### config.mk
export PLATFORM = sky130hd
export DESIGN_NAME = chm_fifo
export DESIGN_NICKNAME = d
export VERILOG_FILES = /design/src/rtl/core/chm_pkg.sv /design/src/rtl/core/chm_fifo.sv
export SDC_FILE = /design/constraint.sdc
export NUM_CORES = 1
export LEC_CHECK = 0
export ABC_AREA = 1
export BUFFER_PORTS_ARGS = -buffer_cell sky130_fd_sc_hd__buf_2
export CORE_MARGIN = 2
export CORE_UTILIZATION = 52
export DETAILED_ROUTE_END_ITERATION = 6
export PLACE_DENSITY = 0.81
export SETUP_SLACK_MARGIN = 0.5
export SYNTH_ARGS = -nofsm -noshare
export SYNTH_HDL_FRONTEND = slang
export SYNTH_SLANG_ARGS = --single-unit
export TNS_END_PERCENT = 10
### constraint.sdc
create_clock -name clk -period 12.1 [get_ports clk]
set_input_delay 3.025 -clock clk [delete_from_list [all_inputs] [get_ports clk]]
set_output_delay 3.025 -clock clk [all_outputs]
set_load 0.05 [all_outputs]
### src/rtl/core/chm_pkg.sv
// Package: shared types, constants and the request type codes for the hash map core.
package chm_pkg;

  localparam int NumBucketsDef  = 64;
  localparam int BucketSlotsDef = 4;
  localparam int CfgWidth       = 7;
  localparam int EntriesWidth   = 9;
  localparam int HashWidth      = 32;
  localparam int KeyWidth       = 64;
  localparam int ValueWidth     = 64;

  localparam logic [CfgWidth-1:0] BucketCountReset = 7'd64;

  localparam logic [1:0] REQ_GET     = 2'd0;
  localparam logic [1:0] REQ_PUT     = 2'd1;
  localparam logic [1:0] REQ_PUT_ABS = 2'd2;

  // A request after classification, as it travels from the front to the back.
  typedef struct packed {
    logic                  is_put;
    logic                  is_put_abs;
    logic [KeyWidth-1:0]   key;
    logic [HashWidth-1:0]  hash;
    logic [ValueWidth-1:0] value;
    logic [11:0]           bucket;
  } chm_req_t;

  typedef struct packed {
    logic                  found;
    logic [ValueWidth-1:0] result_value;
    logic                  status;
    logic [EntriesWidth-1:0] entries;
  } chm_rsp_t;

endpackage

### src/rtl/core/chm_fifo.sv
// Short request queue between the front end and the table engine.
module chm_fifo (
  input  logic              clk,
  input  logic              rst,
  input  logic              wr_valid,
  output logic              wr_ready,
  input  chm_pkg::chm_req_t wr_data,
  output logic              rd_valid,
  input  logic              rd_ready,
  output chm_pkg::chm_req_t rd_data
);

  chm_pkg::chm_req_t mem [2];
  logic wp;
  logic rp;
  logic [1:0] cnt;

  assign wr_ready = (cnt != 2'd2);
  assign rd_valid = (cnt != 2'd0);
  assign rd_data  = mem[rp];

  always_ff @(posedge clk) begin
    if (wr_valid && wr_ready) mem[wp] <= wr_data;
  end

  always_ff @(posedge clk) begin
    if (rst) begin
      wp  <= 1'b0;
      rp  <= 1'b0;
      cnt <= '0;
    end else begin
      if (wr_valid && wr_ready) wp <= ~wp;
      if (rd_valid && rd_ready) rp <= ~rp;
      cnt <= cnt + 2'(wr_valid && wr_ready) - 2'(rd_valid && rd_ready);
    end
  end

endmodule

==> results.sh <==
export IMPL_holdCritStartpoint="rp"
export IMPL_post_cts_repair_setup_buffers=0
export IMPL_timing_setup_critical_path_class="reg -> out"
export IMPL_synth_seq_cells=353
export IMPL_grt_use_met1_pct=20.53
export IMPL_number_of_global_route_vias_before_repair=6732
export IMPL_clk_pin_slew_ns=0.06
export IMPL_buffer_levels_on_the_longest_clock_path=3
export IMPL_chipWidth_um=161.3
export IMPL_cts_root_buffer="clkbuf_16"
export IMPL_drt_drc_violations_left=0
export IMPL_post_synth_and_or_nand_nor_area_fraction_pct=0.6129
export IMPL_dr_total_vias=6596
export IMPL_max_slew_margin_rel_pct=27.49
export IMPL_synth_cells=578
export IMPL_globalRouteMet3Util_pct=6.369
export IMPL_fin_area_um2=15990
export IMPL_finalWeightedCongestion=0.7747
export IMPL_cts_tree="done"
export IMPL_postSynthNetCount=758
export IMPL_area_growth_syn_to_layout_pct=24.31
export IMPL_core_area_um2=24320
export IMPL_hold_path_depth=2
export IMPL_power_total_mw=3.862
export IMPL_post_synth_fa_ha_maj_area_fraction_pct=0.1946
export IMPL_cts_resized=0
export IMPL_clk_insertion_delay_late_ns=0.49
export IMPL_maximum_number_of_pins_on_one_net_before_global_route_repair=95
export IMPL_synth_compound_area_share_pct=0.07783
export IMPL_holdCritPathClass="reg -> reg"
export IMPL_finish_net_count=1135
export IMPL_final_common_cell="buf_2"
export IMPL_core_rowCount=57
export IMPL_place_hpwl_um=15730
export IMPL_grtUsageTotal_pct=17.95
export IMPL_grt_first_pass_wirelength_um=35940
export IMPL_post_cts_hold_buffers=0
export IMPL_route_final_wire_length_um=24280
export IMPL_largest_family_of_logic_cells_by_synthesized_area="multiplexers"
export IMPL_worst_hold_margin_ns=0.5219
export IMPL_globalRouteMet2Util_pct=31.31
export IMPL_timing_rr_start="cnt[0]"
export IMPL_vias_per_cell=5.039
export IMPL_rsz_0062_raised_after_global_routing="false"
export IMPL_r2r_slack_ns=9.30
export IMPL_cp_arrival_ns=2.78
export IMPL_critical_path_peak_fanout=65
export IMPL_layout_min_cycle_time_ns=5.803
export IMPL_timing_fmax_mhz=172.3
export IMPL_drt_pass_1_iters=4
export IMPL_required_ns=9.07
export IMPL_floorplan_die_area_um2=26010
export IMPL_fin_util_pct=65.74
export IMPL_initialDrtViolationCount=422
export IMPL_synth_distinct_cells=11
export IMPL_placedInstanceArea_um2=14890
export IMPL_finalSetupViolations=0
export IMPL_post_route_period_util_pct=47.96
export IMPL_layout_cells_most_common_list="353 x buf_2, 348 x edfxtp_1, 174 x mux2_2"
export IMPL_start_util_pct=52.88
export IMPL_drive_gt1_share_pct=59.73
export IMPL_cts_htree_levels=2
export IMPL_synth_area_mux_share_pct=15.23
export IMPL_leakagePower_nw=5.980
export IMPL_io_buffer_count=353
export IMPL_ys_warn_count=0
export IMPL_fin_tns_setup_ns=0
export IMPL_synth_xor_xnor_area_share_pct=0
export IMPL_seq_area_frac_synth_pct=82.03
export IMPL_synth_area_um2=12860
export IMPL_hold_violations=0
export IMPL_vdd_drop_max_mv=0.2191
export IMPL_tritoncts_num_sinks=353
export IMPL_tritoncts_num_buffers=35
export IMPL_cap_violations=0
export IMPL_tightestPinTransition_ns=1.088
export IMPL_dieHeight_um=161.3
export IMPL_global_route_peak_usage_layer="met2"
export IMPL_worst_r2r_path_depth=5
export IMPL_outcome="finished clean"
export IMPL_fin_skew_ns=0.006862
export IMPL_regToRegEndpoint="mem[1][173]"
export IMPL_postSynthAreaPerCell_um2=22.25
export IMPL_wl_per_cell_um=18.55
export IMPL_critical_path_startpoint_type="register"
export IMPL_n_fill_cell=1681
export IMPL_ios=354
export IMPL_pwr_density_cell_nw_per_um2=241.6
export IMPL_antenna_found_initial=6
export IMPL_grt_remaining_overflow=0
export IMPL_ant_nets=0
export IMPL_timing_critical_path_to_type="primary output"
export IMPL_timing_max_transition_violations_final=0
[Yosys cell counts, drive strengths merged]
cell type	number	area share, %
mux2	174	15
nand2	8	0.23
inv	8	0.23
nand3	3	0.12
buf	19	1.6
edfxtp	348	81
nor2	9	0.26
dfxtp	5	0.78
a21oi	2	0.078
ha	2	0.19
[through the flow]
| step | setup slack, ns | cells |
|---|---|---|
| finish | 6.297 | 1309 |
| global route | 6.151 | 1308 |
| CTS | 6.262 | 1305 |
| detailed placement | 6.663 | 1242 |
| global placement | 6.679 | 1242 |
| floorplan | 1.055 | 578 |
[power breakdown]
| group | internal [mW] | switching, mW | leakage [nW] | total (mW) |
|---|---|---|---|---|
| sequential | 1.55 | 0.0554 | 3.29 | 1.60 |
| clock | 0.591 | 0.418 | 0.535 | 1.01 |
| combinational | 0.323 | 0.926 | 2.15 | 1.25 |
[worst max path at each step]
stage	slack, ns	end
2_1_floorplan	1.06	mem[0][0]
3_3_place_gp	6.68	mem[1][164]
3_5_place_dp	6.66	mem[1][164]
4_1_cts	6.26	rd_data[97]
5_1_grt	6.15	rd_data[157]
6_report	6.30	rd_data[157]
[routing by layer]
metal  share of wire [%]  vias up
li1                    -     3047
met1                  36     3205
met2                  51      285
met3                 9.3       57
met4                 3.1        2
met5               0.054        -
[worst max-delay path, cell delays in order (launching register included)]
cell	delay (ns)
dfxtp_4	0.77
buf_4	0.79
mux2_2	0.42
buf_2	0.22
[kinds of logic (layout without fill, tap and decap cells)]
group                      count (synthesis)  after routing
muxes                                    174            174
and+or+nand+nor                           20             20
AOI/OAI and AO/OA                          2              2
other                                      0              4
DFF                                      353            353
adders and majority gates                  2              2
buffers and inverters                     27            430
[layout make-up]
| type | count | area [um2] | area share [%] |
|---|---|---|---|
| multi-input combinational | 198 | 2081 | 13.01 |
| clock buffer | 44 | 972.2 | 6.081 |
| clock inverter | 19 | 118.9 | 0.7435 |
| antenna | 4 | 10.01 | 0.06261 |
| inverter | 8 | 35.03 | 0.2191 |
| tap | 324 | 405.4 | 2.536 |
| timing repair buffer | 359 | 1812 | 11.33 |
| sequential | 353 | 10550 | 66.01 |
[sequential cells by signal (all words and copies together), names as in the netlist, named ones only]
register  cells
mem         348
cnt           2
wp            1
rp            1
No activity file was read; power rests on OpenSTA's default activity.
