$ cat src/rtl/core/chm_pkg.sv
// Package: shared types, constants and the request type codes for the hash map core.
package chm_pkg;

  localparam int NumBucketsDef  = 64;
  localparam int BucketSlotsDef = 4;
  localparam int CfgWidth       = 7;
  localparam int EntriesWidth   = 9;
  localparam int HashWidth      = 32;
  localparam int KeyWidth       = 64;
  localparam int ValueWidth     = 64;

  localparam logic [CfgWidth-1:0] BucketCountReset = 7'd64;

  localparam logic [1:0] REQ_GET     = 2'd0;
  localparam logic [1:0] REQ_PUT     = 2'd1;
  localparam logic [1:0] REQ_PUT_ABS = 2'd2;

  // A request after classification, as it travels from the front to the back.
  typedef struct packed {
    logic                  is_put;
    logic                  is_put_abs;
    logic [KeyWidth-1:0]   key;
    logic [HashWidth-1:0]  hash;
    logic [ValueWidth-1:0] value;
    logic [11:0]           bucket;
  } chm_req_t;

  typedef struct packed {
    logic                  found;
    logic [ValueWidth-1:0] result_value;
    logic                  status;
    logic [EntriesWidth-1:0] entries;
  } chm_rsp_t;

endpackage

$ cat src/rtl/core/chm_front.sv
// Front end: takes requests, reduces the hash to a bucket index bit by bit.
module chm_front #(
  parameter int NUM_BUCKETS = chm_pkg::NumBucketsDef
) (
  input  logic                           clk,
  input  logic                           rst,
  input  logic                           in_valid,
  output logic                           in_ready,
  input  logic [1:0]                     req_type,
  input  logic [chm_pkg::KeyWidth-1:0]   key,
  input  logic [chm_pkg::HashWidth-1:0]  hash,
  input  logic [chm_pkg::ValueWidth-1:0] value,
  input  logic [chm_pkg::CfgWidth-1:0]   bucket_count,
  output logic                           q_valid,
  input  logic                           q_ready,
  output chm_pkg::chm_req_t              q_req
);

  localparam int BW = (NUM_BUCKETS > 1) ? $clog2(NUM_BUCKETS) : 1;
  localparam int RW = BW + 1;
  localparam int StepsPerCycle = 4;
  localparam int Cycles = (chm_pkg::HashWidth + StepsPerCycle - 1) / StepsPerCycle;
  localparam int CW = $clog2(Cycles + 1);

  typedef enum logic [2:0] {
    ST_IDLE = 3'b001,
    ST_MOD  = 3'b010,
    ST_OUT  = 3'b100
  } fst_t;

  fst_t state;
  fst_t state_next;
  logic [CW-1:0] cnt;
  logic [RW-1:0] rem;
  logic [RW-1:0] rem_next;
  logic [RW-1:0] div;
  logic [chm_pkg::HashWidth-1:0] sh;
  logic [chm_pkg::HashWidth-1:0] sh_next;
  chm_pkg::chm_req_t req;
  logic [RW:0] t;

  // Clamp the configured bucket count into 1..NUM_BUCKETS.
  logic [12:0] bc_use;
  always_comb begin
    bc_use = 13'(bucket_count);
    if (bucket_count == '0) bc_use = 13'd1;
    if (bc_use > 13'(NUM_BUCKETS)) bc_use = 13'(NUM_BUCKETS);
  end

  // Restoring remainder, StepsPerCycle hash bits per cycle, MSB first.
  always_comb begin
    rem_next = rem;
    sh_next  = sh;
    t        = '0;
    for (int i = 0; i < StepsPerCycle; i++) begin
      t = {rem_next, sh_next[chm_pkg::HashWidth-1]};
      sh_next = sh_next << 1;
      if (t >= {1'b0, div}) t = t - {1'b0, div};
      rem_next = t[RW-1:0];
    end
  end

  always_comb begin
    state_next = state;
    case (state)
      ST_IDLE: if (in_valid) state_next = ST_MOD;
      ST_MOD:  if (cnt == CW'(Cycles - 1)) state_next = ST_OUT;
      ST_OUT:  if (q_ready) state_next = ST_IDLE;
      default: state_next = ST_IDLE;
    endcase
  end

  always_ff @(posedge clk) begin
    if (rst) begin
      state <= ST_IDLE;
      cnt   <= '0;
    end else begin
      state <= state_next;
      if (state == ST_MOD) cnt <= cnt + CW'(1);
      else cnt <= '0;
    end
  end

  always_ff @(posedge clk) begin
    if (state == ST_IDLE && in_valid) begin
      req.is_put     <= (req_type == chm_pkg::REQ_PUT);
      req.is_put_abs <= (req_type == chm_pkg::REQ_PUT_ABS);
      req.key        <= key;
      req.hash       <= hash;
      req.value      <= value;
      req.bucket     <= '0;
      sh             <= hash;
      rem            <= '0;
      div            <= RW'(bc_use);
    end else if (state == ST_MOD) begin
      sh  <= sh_next;
      rem <= rem_next;
      if (cnt == CW'(Cycles - 1)) req.bucket <= 12'(rem_next);
    end
  end

  assign in_ready = (state == ST_IDLE);
  assign q_valid  = (state == ST_OUT);
  assign q_req    = req;

endmodule

$ cat config.mk
export PLATFORM = sky130hd
export DESIGN_NAME = chm_front
export DESIGN_NICKNAME = d
export VERILOG_FILES = /design/src/rtl/core/chm_pkg.sv /design/src/rtl/core/chm_front.sv
export SDC_FILE = /design/constraint.sdc
export NUM_CORES = 1
export LEC_CHECK = 0
export ABC_AREA = 1
export BUFFER_PORTS_ARGS = -buffer_cell sky130_fd_sc_hd__buf_2
export CAP_MARGIN = 20
export CORE_AREA = 5 5 148 150
export CTS_CLUSTER_SIZE = 24
export DETAILED_ROUTE_END_ITERATION = 16
export DIE_AREA = 0 0 153 155
export PLACE_DENSITY = 0.72
export SLEW_MARGIN = 40
export SYNTH_ARGS = -nofsm -noshare
export SYNTH_HDL_FRONTEND = slang
export SYNTH_SLANG_ARGS = --single-unit
$ cat constraint.sdc
create_clock -name clk -period 11.1 [get_ports clk]
set_input_delay 1.665 -clock clk [delete_from_list [all_inputs] [get_ports clk]]
set_output_delay 1.665 -clock clk [all_outputs]
set_load 0.02 [all_outputs]
==> summary.txt, run 1 <==
Critical path
  • Crit Reg-Reg Endpoint: rem[2]$_SDFFE_PP0P_
  • Critical Path Source Type: flip-flop
  • Max stage delay on crit path: approximately 440 ps
  • Kind of end point of the critical path: flip-flop
  • Biggest fanout along the worst timing path: 13
  • Reg2reg start: div[0]$_SDFFCE_PN0P_
  • Worst-case register-to-register setup slack: 4340 ps
  • Worst setup path category: flip-flop to flip-flop
  • Max stage delay cell, worst path: sky130_fd_sc_hd__edfxtp_1
  • Cell repeated most along the worst path: sky130_fd_sc_hd__nand2_1
  • Critical path arrival: a little over 7000 ps
  • Worst reg2reg path depth: 43
  • WP data required: 11510 ps

Timing
  • Final Hold Vio Count: 0
  • Slew Viols, Final: 0
  • Transition at the pin with the smallest max-transition slack: 660.5 ps
  • Worst Hold Slack: 451.0 ps
  • Total Neg Setup Slack: 0 ps
  • Final min period: 6760 ps
  • Tightest slew margin relative to the limit: 55.96%
  • Final Worst Setup Slack: approximately 4300 ps
  • F_max: about 150 MHz
  • Worst-case clock skew: 16.75 ps
  • # setup viols final: 0
  • Share of the clock period used by the worst path after layout: 60.90%
  • Unrepaired setup endpoints after global routing: no

Clock tree
  • Post-cts sizing count: 0
  • CTS tree: yes
  • Depth of the CTS H-tree: 1
  • Clk Tree Root Cell: sky130_fd_sc_hd__clkbuf_16
  • Number of hold buffers added after CTS: 0
  • Number of sinks driven by the clock tree: around 220
  • Deepest clock path buffer count: 3
  • Worst-path clk slew: 60 ps
  • Number of buffers inserted by post-CTS setup repair: 0
  • Worst-Skew Late Latency: 510 ps
  • Inserted Clock Buffers: 24

Yosys
  • Post-synthesis sequential area ratio: a little over two thirds
  • Gate Count Post-Synth: a little over 700
  • Number of different library cells in the post-synthesis netlist: 44
  • Ys async rst share: 0%
  • Mean instance size in the synthesized netlist: 12.66 um^2
  • Warning count from the yosys run: 0
  • Syn Std Cell Area: about 9000 um^2
  • Post-synthesis register bit count: 222
  • EDFF count, synth: ~200
  • Dominant synthesized flop cell: sky130_fd_sc_hd__edfxtp_1

Detailed routing
  • Number of DRC markers in iteration 0: 313
  • Wire length per cell: 17.73 um
  • Post-DRT Antenna Nets: 0
  • Total wirelength of the detailed-routed design: 24540 um
  • Per-cell via count in the routed design: 4.695
  • Via count: roughly 6500
  • Number of search-and-repair iterations in the first detailed-routing pass: 4
  • DRC violation count after routing: 0

Global routing
  • First-pass GRT wire length: ~37000 um
  • Largest net degree at the start of global routing: around 130
  • Overall overflow remaining after global route: 0
  • Antenna violations before repair: 15
  • Total routing resource utilization after global routing: 19.92%
  • Number of global-route vias before repair: roughly 6800

Placed design
  • PortBufs: approximately 340
  • Last weighted congestion value of the routability-driven placer: 0.9085
  • Final HPWL from detailed placement: around 19000 um
  • Total cell area at the placement stage: 11200 um^2
  • Dpl ws: around 4400 ps

Finish
  • Most common cell after layout, fill and taps aside: sky130_fd_sc_hd__buf_2
  • Fill cells: 1696
  • Most frequent cells in the layout: 343 x sky130_fd_sc_hd__buf_2, 201 x sky130_fd_sc_hd__edfxtp_1, 184 x sky130_fd_sc_hd__nand2_1, 77 x sky130_fd_sc_hd__inv_1, 38 x sky130_fd_sc_hd__nor2_1
  • P&R area growth vs syn: 31.56%
  • Net count of the finished layout: 1291
  • Final non-filler cell area: 12100 um^2
  • Fraction of layout instances using a drive strength above 1: between 40% and 50%

Die
  • Core Footprint: slightly above 20000 um^2
  • Die boundary height: 155 um
  • Width of the chip: 153 um
  • Floorplan row count: 53
  • I/O Pins: 349
  • Starting utilization of the core area: 44.72%
  • Die Outline Area: 23720 um^2

Pwr
  • Leakage power figure: between 5 and 6 nW
  • Pwr/cell area: 271.5 nW/um^2
  • Power after layout: 3.284 mW
  • Maximum resistive drop on vdd: 205.4 uV

Run
  • Max-capacitance violation count: 0

Status
  • Status: finished, final reports clean

Min path
  • HP Start: cnt[0]$_SDFF_PP0_
  • Worst min path class: flip-flop to flip-flop
  • Endpoint, Worst Hold: cnt[0]$_SDFF_PP0_
  • Number of stages on the worst hold path: 1
## flip-flops by register name (all words and copies together) (netlist names)
signal  cells
div         7
rem         7
state       3
cnt         4
q_req     169
sh         32
## per-layer routing
| metal | up-vias | GRT usage, % | share of wire (%) |
|---|---|---|---|
| met3 | 71 | 8.540 | 9.5 |
| met4 | 18 | 6.958 | 3.1 |
| li1 | 3168 | - | - |
| met1 | 3014 | 20.62 | 34 |
| met2 | 227 | 36.23 | 53 |
| met5 | - | 0 | 0.42 |
## cell usage after synthesis (4+ instances only)
cell type / instances / area (um^2)
sky130_fd_sc_hd__nand3_4: 6 / 105.1
sky130_fd_sc_hd__buf_4: 5 / 37.54
sky130_fd_sc_hd__edfxtp_1: 201 / 6036
sky130_fd_sc_hd__nand3_1: 36 / 180.2
sky130_fd_sc_hd__nand2_1: 184 / 690.7
sky130_fd_sc_hd__nor2_2: 5 / 31.28
sky130_fd_sc_hd__xor2_1: 6 / 52.55
sky130_fd_sc_hd__a21oi_1: 18 / 90.09
sky130_fd_sc_hd__dfxtp_1: 21 / 420.4
sky130_fd_sc_hd__nor2_1: 39 / 146.4
sky130_fd_sc_hd__fa_1: 4 / 80.08
sky130_fd_sc_hd__ha_1: 29 / 362.9
sky130_fd_sc_hd__xnor2_1: 8 / 70.07
sky130_fd_sc_hd__inv_1: 77 / 289.0
sky130_fd_sc_hd__nand2_2: 17 / 106.4
sky130_fd_sc_hd__inv_2: 9 / 33.78
sky130_fd_sc_hd__o21ai_0: 8 / 40.04
sky130_fd_sc_hd__clkbuf_1: 6 / 22.52
sky130_fd_sc_hd__nand4_1: 5 / 31.28
## cell families (layout without fill, tap and decap cells)
kind of cell,count (synthesis),count (layout),share of synthesized area (%)
buffers and inverters,105,478,4.736
XOR/XNOR,14,14,1.334
flip-flops,222,222,70.22
adder cells (fa/ha/maj),33,33,4.818
AND/OR/NAND/NOR,311,311,16.21
other,1,11,0.04079
AO/OA/AOI/OAI,40,40,2.640
## power by group
group / switching [mW] / internal, mW / total [mW]
Combinational: 0.894 / 0.475 / 1.37
Sequential: 0.0267 / 1.02 / 1.05
Clock: 0.316 / 0.549 / 0.866
## stage by stage
step,utilization (%),std cells
after global placement,54.46,1334
after floorplan,-,730
after detailed placement,54.50,1334
after global routing,58.81,1382
after CTS,58.74,1378
final,58.84,1384
## cell type report
type	count	area [um^2]	share of cell area, %
sequential	222	6456	53.38
multi-input combinational	403	2320	19.18
timing repair buffer	347	1750	14.47
clock buffer	27	633.1	5.234
tap	275	344.1	2.845
inverter	87	339.1	2.803
clock inverter	17	237.7	1.965
antenna	6	15.01	0.1241
## worst max path at each step
stage / start / slack, ps / depth (start not counted) / to
6_report: div[0]$_SDFFCE_PN0P_ / 4340 / 43 / rem[2]$_SDFFE_PP0P_
5_1_grt: div[1]$_SDFFCE_PN0P_ / 3730 / 43 / q_req[3]$_SDFFE_PP0P_
4_1_cts: div[0]$_SDFFCE_PN0P_ / 4380 / 43 / rem[2]$_SDFFE_PP0P_
3_5_place_dp: div[1]$_SDFFCE_PN0P_ / 4390 / 42 / rem[2]$_SDFFE_PP0P_
3_3_place_gp: div[1]$_SDFFCE_PN0P_ / 4620 / 42 / rem[2]$_SDFFE_PP0P_
2_1_floorplan: in_valid / 3840 / 3 / div[0]$_SDFFCE_PN0P_
## worst max-delay path, delay by kind of cell, from the launching register on
family | cells | cell delay [ps]
adders and majority gates | 5 | 1670
AOI/OAI and AO/OA | 10 | 1830
buffers and inverters | 4 | 320
and+or+nand+nor | 24 | 2390
DFF | 1 | 440
No activity file was read; power rests on OpenSTA's default activity.
==> run 2, diff against run 1 <==
==> constraint.sdc (replaced) <==
create_clock -name clk -period 6.3 [get_ports clk]
set_input_delay 0.945 -clock clk [delete_from_list [all_inputs] [get_ports clk]]
set_output_delay 0.945 -clock clk [all_outputs]
set_load 0.02 [all_outputs]
==> run 2 against run 1 <==
Power increased by 86%; flip-flop and latch count is the same; critical path depth increased by 3; die area stayed put; setup slack worse by 4000 ps; register-to-register slack worse by 4000 ps; clock-buffer cell count rose by 5; clock power is 51% higher; global-route usage rose by 0.058 points; via count grew 3.1%; clock skew increased by 9.4 ps; cell count grew 1.8%; critical path type unchanged; critical endpoint is now q_req[5]$_SDFFE_PP0P_.
==> summary.txt, run 2 (synthesis results as in run 1) <==
Detailed routing
  • Top metal layer carrying routed signals: met5 (unchanged)
  • Via count: 6698 (was 6498)
  • Detailed-routed wire length on met3: 2100 um (was 2339 um)
  • Length of routed wiring on met1: 9015 um (was 8268 um)
  • DRC violation count after routing: 0 (unchanged)
  • Met2 wire length: 13520 um (was 13070 um)
  • Wire length per cell: 18.01 um (was 17.73 um)
  • Post-DRT Antenna Nets: 0 (unchanged)
  • Number of search-and-repair iterations in the first detailed-routing pass: 5 (was 4)
  • Number of DRC markers in iteration 0: 389 (was 313)
  • Total wirelength of the detailed-routed design: 25380 um (was 24540 um)
  • Per-cell via count in the routed design: 4.754 (was 4.695)

Die
  • Width of the chip: 153 um (unchanged)
  • Die Outline Area: 23720 um^2 (unchanged)
  • Floorplan row count: 53 (unchanged)
  • Core Footprint: 20560 um^2 (unchanged)
  • Starting utilization of the core area: 44.72% (unchanged)
  • I/O Pins: 349 (unchanged)
  • Die boundary height: 155 um (unchanged)

Critical path
  • Max stage delay cell, worst path: sky130_fd_sc_hd__edfxtp_1 (unchanged)
  • Kind of end point of the critical path: flip-flop (unchanged)
  • Worst reg2reg path depth: 46 (was 43)
  • Crit Reg-Reg Endpoint: q_req[5]$_SDFFE_PP0P_ (was rem[2]$_SDFFE_PP0P_)
  • Worst setup path category: flip-flop to flip-flop (unchanged)
  • Critical Path Source Type: flip-flop (unchanged)
  • Biggest fanout along the worst timing path: 10 (was 13)
  • WP data required: 6720 ps (was 11510 ps)
  • Worst-case register-to-register setup slack: 370 ps (was 4340 ps)
  • Reg2reg start: div[0]$_SDFFCE_PN0P_ (unchanged)
  • Critical path arrival: 6350 ps (was 7170 ps)
  • Max stage delay on crit path: 420 ps (was 440 ps)
  • Cell repeated most along the worst path: sky130_fd_sc_hd__nand2_1 (unchanged)

Timing
  • Tightest slew margin relative to the limit: 47.78% (was 55.96%)
  • Worst-case clock skew: 26.16 ps (was 16.75 ps)
  • Worst Hold Slack: 454.2 ps (was 451.0 ps)
  • Transition at the pin with the smallest max-transition slack: 783.3 ps (was 660.5 ps)
  • Slew Viols, Final: 0 (unchanged)
  • Final min period: 5927 ps (was 6760 ps)
  • Share of the clock period used by the worst path after layout: 94.09% (was 60.90%)
  • Final Worst Setup Slack: 372.6 ps (was 4340 ps)
  • F_max: 168.7 MHz (was 147.9 MHz)
  • # setup viols final: 0 (unchanged)
  • Final Hold Vio Count: 0 (unchanged)

Global routing
  • Number of global-route vias before repair: 6802 (was 6792)
  • Largest net degree at the start of global routing: 162 (was 128)
  • Antenna violations before repair: 6 (was 15)
  • First-pass GRT wire length: 37120 um (was 37070 um)
  • Total routing resource utilization after global routing: 19.98% (was 19.92%)
  • Overall overflow remaining after global route: 0 (unchanged)

Pwr
  • Leakage power figure: 5.665 nW (was 5.560 nW)
  • Pwr/cell area: 494.6 nW/um^2 (was 271.5 nW/um^2)
  • Register share of total power: 30.2% (was 32.0%)
  • Clock share of power: 21.4% (was 26.4%)
  • Maximum resistive drop on vdd: 361.3 uV (was 205.4 uV)
  • P_int: 3.717 mW (was 2.047 mW)
  • Net switching component of the power: 2.391 mW (was 1.237 mW)
  • Power after layout: 6.108 mW (was 3.284 mW)
  • Combinational fraction of design power: 48.4% (was 41.7%)
  • Fraction of power spent switching nets: 39.15% (was 37.66%)

Finish
  • Most frequent cells in the layout: 343 x sky130_fd_sc_hd__buf_2, 201 x sky130_fd_sc_hd__edfxtp_1, 179 x sky130_fd_sc_hd__nand2_1, 75 x sky130_fd_sc_hd__inv_1 (was 343 x sky130_fd_sc_hd__buf_2, 201 x sky130_fd_sc_hd__edfxtp_1, 184 x sky130_fd_sc_hd__nand2_1, 77 x sky130_fd_sc_hd__inv_1, 38 x sky130_fd_sc_hd__nor2_1)
  • Fill cells: 1694 (was 1696)
  • Max reg flops: 169 (unchanged)
  • Most common cell after layout, fill and taps aside: sky130_fd_sc_hd__buf_2 (unchanged)
  • Reg area: 6456 um^2 (unchanged)
  • Net count of the finished layout: 1322 (was 1291)
  • Fraction of layout instances using a drive strength above 1: 44.17% (was 40.07%)
  • Combined area of the multi-input logic cells: 2522 um^2 (was 2320 um^2)
  • Fin util: 60.08% (was 58.84%)
  • P&R area growth vs syn: 34.34% (was 31.56%)
  • Non-filler cells, final: 1409 (was 1384)

Placed design
  • Post-placement cell count: 1356 (was 1334)
  • Final HPWL from detailed placement: 19120 um (was 18510 um)
  • Last weighted congestion value of the routability-driven placer: 0.9007 (was 0.9085)
  • Dpl ws: -63.41 ps (was 4387 ps)
  • PortBufs: 343 (unchanged)

Run
  • Max-capacitance violation count: 0 (unchanged)

Min path
  • Endpoint, Worst Hold: cnt[0]$_SDFF_PP0_ (unchanged)
  • Number of stages on the worst hold path: 1 (unchanged)
  • Worst min path class: flip-flop to flip-flop (unchanged)
  • HP Start: cnt[0]$_SDFF_PP0_ (unchanged)

Clock tree
  • Number of hold buffers added after CTS: 0 (unchanged)
  • Depth of the CTS H-tree: 1 (unchanged)
  • Deepest clock path buffer count: 3 (unchanged)
  • CTS tree: yes (unchanged)
  • Number of sinks driven by the clock tree: 222 (unchanged)
  • Inserted Clock Buffers: 24 (unchanged)
  • Worst-path clk slew: 70 ps (was 60 ps)
  • Clk Tree Root Cell: sky130_fd_sc_hd__clkbuf_16 (unchanged)
  • Worst-Skew Late Latency: 520 ps (was 510 ps)

Status
  • Status: finished, final reports clean (unchanged)
## run 2: cell count changes in the layout (fill, tap and decap cells not counted), moves of 6 or more
cell	previous run	this run
sky130_fd_sc_hd__buf_4	3	31
sky130_fd_sc_hd__ha_1	29	22
sky130_fd_sc_hd__clkbuf_1	2	8
sky130_fd_sc_hd__ha_4	0	6
## run 2: power by group through the flow
stage | logic, mW | clock network [mW] | registers (mW)
floorplan | 1.78 | 0 | 2.03
global placement | 2.57 | 0 | 1.87
detailed placement | 2.59 | 0 | 1.88
CTS | 2.62 | 1.33 | 1.85
global route | 3.22 | 1.40 | 1.86
finish | 2.96 | 1.31 | 1.85
## run 2: layout make-up
class	count	area share, %
Clock buffer	32	5.106
Sequential cell	222	52.27
Inverter	87	2.745
Timing Repair Buffer	375	15.87
Clock inverter	10	0.7497
Multi-Input combinational cell	406	20.42
Antenna cell	2	0.04052
Tap cell	275	2.786
## run 2: metrics by stage
step / cell area, um^2 / TNS, ps
finish: 12350 / 0
global route: 12350 / -438.4
CTS: 12090 / 0
detailed placement: 11370 / -388.7
global placement: 11360 / 0
floorplan: 9215 / 0
## run 2: timing repair
item / 4_1_cts / 5_1_grt
cloned: 0 / 3
hold endpoints to repair: 0 / 0
setup buffers: 0 / 6
endpoints found under the setup margin: 14 / 14
pin swaps: 1 / 7
gates resized for setup: 3 / 37
## run 2: critical path: cells and delay by family, from the launching register on
kind | cells | cell delay (ps)
AO/OA/AOI/OAI | 8 | 860
adder cells (fa/ha/maj) | 5 | 1590
buffers and inverters | 8 | 840
flip-flops | 1 | 420
AND/OR/NAND/NOR | 25 | 2120
## run 2: worst max-delay path by stage
stage                    startpoint                     to  slack [ps]  cells past startpoint
2_1_floorplan  div[1]$_SDFFCE_PN0P_    rem[0]$_SDFFE_PP0P_          90                     46
3_3_place_gp       sh[31]$_DFFE_PP_    rem[0]$_SDFFE_PP0P_         140                     43
3_5_place_dp       sh[31]$_DFFE_PP_    rem[2]$_SDFFE_PP0P_         -60                     43
4_1_cts            sh[31]$_DFFE_PP_    rem[2]$_SDFFE_PP0P_           7                     44
5_1_grt            sh[31]$_DFFE_PP_  q_req[5]$_SDFFE_PP0P_         -60                     47
6_report       div[0]$_SDFFCE_PN0P_  q_req[5]$_SDFFE_PP0P_         370                     46
## run 2: layer usage
layer  up-vias  global-route usage, %
met5         -                      0
met4         6                  6.449
met3        54                  6.815
met2       241                  36.46
met1      3170                  21.96
li1       3227                      -
==> run 3, diff against run 2 <==
--- a/config.mk
+++ b/config.mk
@@ -9,6 +9,7 @@
 export BUFFER_PORTS_ARGS = -buffer_cell sky130_fd_sc_hd__buf_2
 export CAP_MARGIN = 20
 export CORE_AREA = 5 5 148 150
+export CTS_BUF_LIST = sky130_fd_sc_hd__clkbuf_4 sky130_fd_sc_hd__clkbuf_8 sky130_fd_sc_hd__clkbuf_16
 export CTS_CLUSTER_SIZE = 24
 export DETAILED_ROUTE_END_ITERATION = 16
 export DIE_AREA = 0 0 153 155
==> run 3 against run 2 <==
Design area increased by 0.24%; clock-buffer cell count unchanged; clock skew rose by 1.4 ps; critical path depth did not move; critical path type unchanged.
==> summary.txt, run 3 (synthesis results as in run 1) <==
Detailed routing
  • Via count: 6709 (was 6698)
  • Total wirelength of the detailed-routed design: 25400 um (was 25380 um)
  • DRC violation count after routing: 0 (unchanged)
  • Number of DRC markers in iteration 0: 428 (was 389)
  • Number of search-and-repair iterations in the first detailed-routing pass: 5 (unchanged)
  • Per-cell via count in the routed design: 4.762 (was 4.754)
  • Wire length per cell: 18.03 um (was 18.01 um)
  • Post-DRT Antenna Nets: 0 (unchanged)

Pwr
  • Fraction of power spent switching nets: 38.92% (was 39.15%)
  • Clock share of power: 21.8% (was 21.4%)
  • P_int: 3.752 mW (was 3.717 mW)
  • Combinational fraction of design power: 48.1% (was 48.4%)
  • Pwr/cell area: 496.2 nW/um^2 (was 494.6 nW/um^2)
  • Register share of total power: 30.1% (was 30.2%)
  • Net switching component of the power: 2.391 mW (about the same)
  • Power after layout: 6.143 mW (was 6.108 mW)
  • Leakage power figure: 5.692 nW (was 5.665 nW)
  • Maximum resistive drop on vdd: 357.6 uV (was 361.3 uV)

Timing
  • Total Neg Setup Slack: 0 ps (unchanged)
  • Final Hold Vio Count: 0 (unchanged)
  • Transition at the pin with the smallest max-transition slack: 777.8 ps (was 783.3 ps)
  • Worst-case clock skew: 27.59 ps (was 26.16 ps)
  • Final min period: 5930 ps (was 5927 ps)
  • Final Worst Setup Slack: 370.1 ps (was 372.6 ps)
  • # setup viols final: 0 (unchanged)
  • Tightest slew margin relative to the limit: 48.14% (was 47.78%)
  • Slew Viols, Final: 0 (unchanged)
  • F_max: 168.6 MHz (was 168.7 MHz)
  • Share of the clock period used by the worst path after layout: 94.13% (was 94.09%)

Critical path
  • Kind of end point of the critical path: flip-flop (unchanged)
  • Biggest fanout along the worst timing path: 10 (unchanged)
  • Max stage delay on crit path: 420 ps (about the same)
  • Critical path arrival: 6350 ps (about the same)
  • Worst reg2reg path depth: 46 (unchanged)
  • Origin of the worst setup path: div[0]$_SDFFCE_PN0P_ (unchanged)
  • Max stage delay cell, worst path: sky130_fd_sc_hd__edfxtp_1 (unchanged)
  • Critical Path Source Type: flip-flop (unchanged)
  • Reg2reg start: div[0]$_SDFFCE_PN0P_ (unchanged)
  • Crit path capture: q_req[5]$_SDFFE_PP0P_ (unchanged)
  • Crit Reg-Reg Endpoint: q_req[5]$_SDFFE_PP0P_ (unchanged)
  • WP data required: 6720 ps (about the same)
  • Cell repeated most along the worst path: sky130_fd_sc_hd__nand2_1 (unchanged)
  • Worst-case register-to-register setup slack: 370 ps (about the same)
  • Worst setup path category: flip-flop to flip-flop (unchanged)

Global routing
  • Met3 track demand over resource: 6.732% (was 6.815%)
  • Met2 capacity usage during global routing: 36.65% (was 36.46%)
  • Number of global-route vias before repair: 6800 (was 6802)
  • Most used routing layer in global routing: met2 (unchanged)
  • Antenna violations before repair: 6 (unchanged)
  • Overall overflow remaining after global route: 0 (unchanged)
  • Largest net degree at the start of global routing: 162 (unchanged)
  • Total routing resource utilization after global routing: 20.09% (was 19.98%)
  • Met1 demand-to-capacity share in global routing: 22.21% (was 21.96%)
  • First-pass GRT wire length: 37320 um (was 37120 um)

Clock tree
  • Deepest clock path buffer count: 3 (unchanged)
  • Inserted Clock Buffers: 24 (unchanged)
  • Worst-path clk slew: 70 ps (about the same)
  • CTS tree: yes (unchanged)
  • Clk Tree Root Cell: sky130_fd_sc_hd__clkbuf_16 (unchanged)
  • Worst-Skew Late Latency: 520 ps (about the same)
  • Number of hold buffers added after CTS: 0 (unchanged)
  • Depth of the CTS H-tree: 1 (unchanged)
  • Number of sinks driven by the clock tree: 222 (unchanged)

Run
  • Max-capacitance violation count: 0 (unchanged)

Placed design
  • Final HPWL from detailed placement: 19120 um (unchanged)
  • Dpl ws: -63.41 ps (unchanged)
  • Last weighted congestion value of the routability-driven placer: 0.9007 (unchanged)
  • PortBufs: 343 (unchanged)

Die
  • Core Footprint: 20560 um^2 (unchanged)
  • Die Outline Area: 23720 um^2 (unchanged)
  • I/O Pins: 349 (unchanged)
  • Floorplan row count: 53 (unchanged)
  • Die boundary height: 155 um (unchanged)
  • Starting utilization of the core area: 44.72% (unchanged)
  • Width of the chip: 153 um (unchanged)

Min path
  • HP Start: cnt[0]$_SDFF_PP0_ (unchanged)
  • Number of stages on the worst hold path: 1 (unchanged)
  • Worst min path class: flip-flop to flip-flop (unchanged)

Finish
  • Fill cells: 1691 (was 1694)
  • Max reg flops: 169 (unchanged)
  • P&R area growth vs syn: 34.66% (was 34.34%)
  • Most common cell after layout, fill and taps aside: sky130_fd_sc_hd__buf_2 (unchanged)
  • Net count of the finished layout: 1322 (unchanged)
  • Fraction of layout instances using a drive strength above 1: 44.88% (was 44.17%)
  • Fin util: 60.23% (was 60.08%)
  • Most frequent cells in the layout: 343 x sky130_fd_sc_hd__buf_2, 201 x sky130_fd_sc_hd__edfxtp_1, 179 x sky130_fd_sc_hd__nand2_1, 75 x sky130_fd_sc_hd__inv_1 (unchanged)

Status
  • Status: finished, final reports clean (unchanged)
-- run 3: power by group through the flow --
stage          registers [mW]  logic [mW]  clock network (mW)
2_1_floorplan            2.03        1.78                   0
3_3_place_gp             1.87        2.57                   0
3_5_place_dp             1.88        2.59                   0
4_1_cts                  1.85        2.62                1.37
5_1_grt                  1.86        3.22                1.44
6_report                 1.85        2.95                1.34
-- run 3: metal layers --
metal,part of all wire (%),wire [um]
met5,0.13,34
met4,2.8,705
met3,8.3,2119
met2,54,13590
met1,35,8949
-- run 3: how the worst min path moves through the flow --
stage / slack, ps / to
floorplan: 420 / cnt[0]$_SDFF_PP0_
global placement: 430 / cnt[0]$_SDFF_PP0_
detailed placement: 440 / cnt[0]$_SDFF_PP0_
CTS: 450 / cnt[0]$_SDFF_PP0_
global route: 480 / cnt[0]$_SDFF_PP0_
finish: 450 / cnt[0]$_SDFF_PP0_
-- run 3: cell type report --
type / instances / area (um^2) / share of cell area [%]
Tap cell: 275 / 344.1 / 2.779
Multi-Input combinational cell: 406 / 2522 / 20.37
Clock buffer: 32 / 660.6 / 5.336
Timing Repair Buffer: 375 / 1961 / 15.84
Clock inverter: 10 / 92.59 / 0.7479
Antenna cell: 2 / 5.005 / 0.04042
Inverter: 87 / 339.1 / 2.739
Sequential cell: 222 / 6456 / 52.15
-- run 3: worst max-delay path: cells and delay by family, from the launching register on --
family | cells | cell delay (ps)
simple gates | 25 | 2120
flops | 1 | 420
fa+ha+maj | 5 | 1590
compound gates | 8 | 860
buf+inv | 8 | 850
-- run 3: repair_timing --
action,4_1_cts,5_1_grt
gates cloned,0,3
setup endpoints to repair,14,14
buffers inserted,0,6
gates resized for setup,3,37
pin swaps,1,7
-- run 3: metrics by stage --
stage,cells,cell area [um^2],hold slack [ps]
6_report,1409,12380,454.2
5_1_grt,1409,12380,475.1
4_1_cts,1398,12120,454.3
3_5_place_dp,1356,11370,439.2
3_3_place_gp,1356,11360,432.3
2_1_floorplan,730,9215,417.5
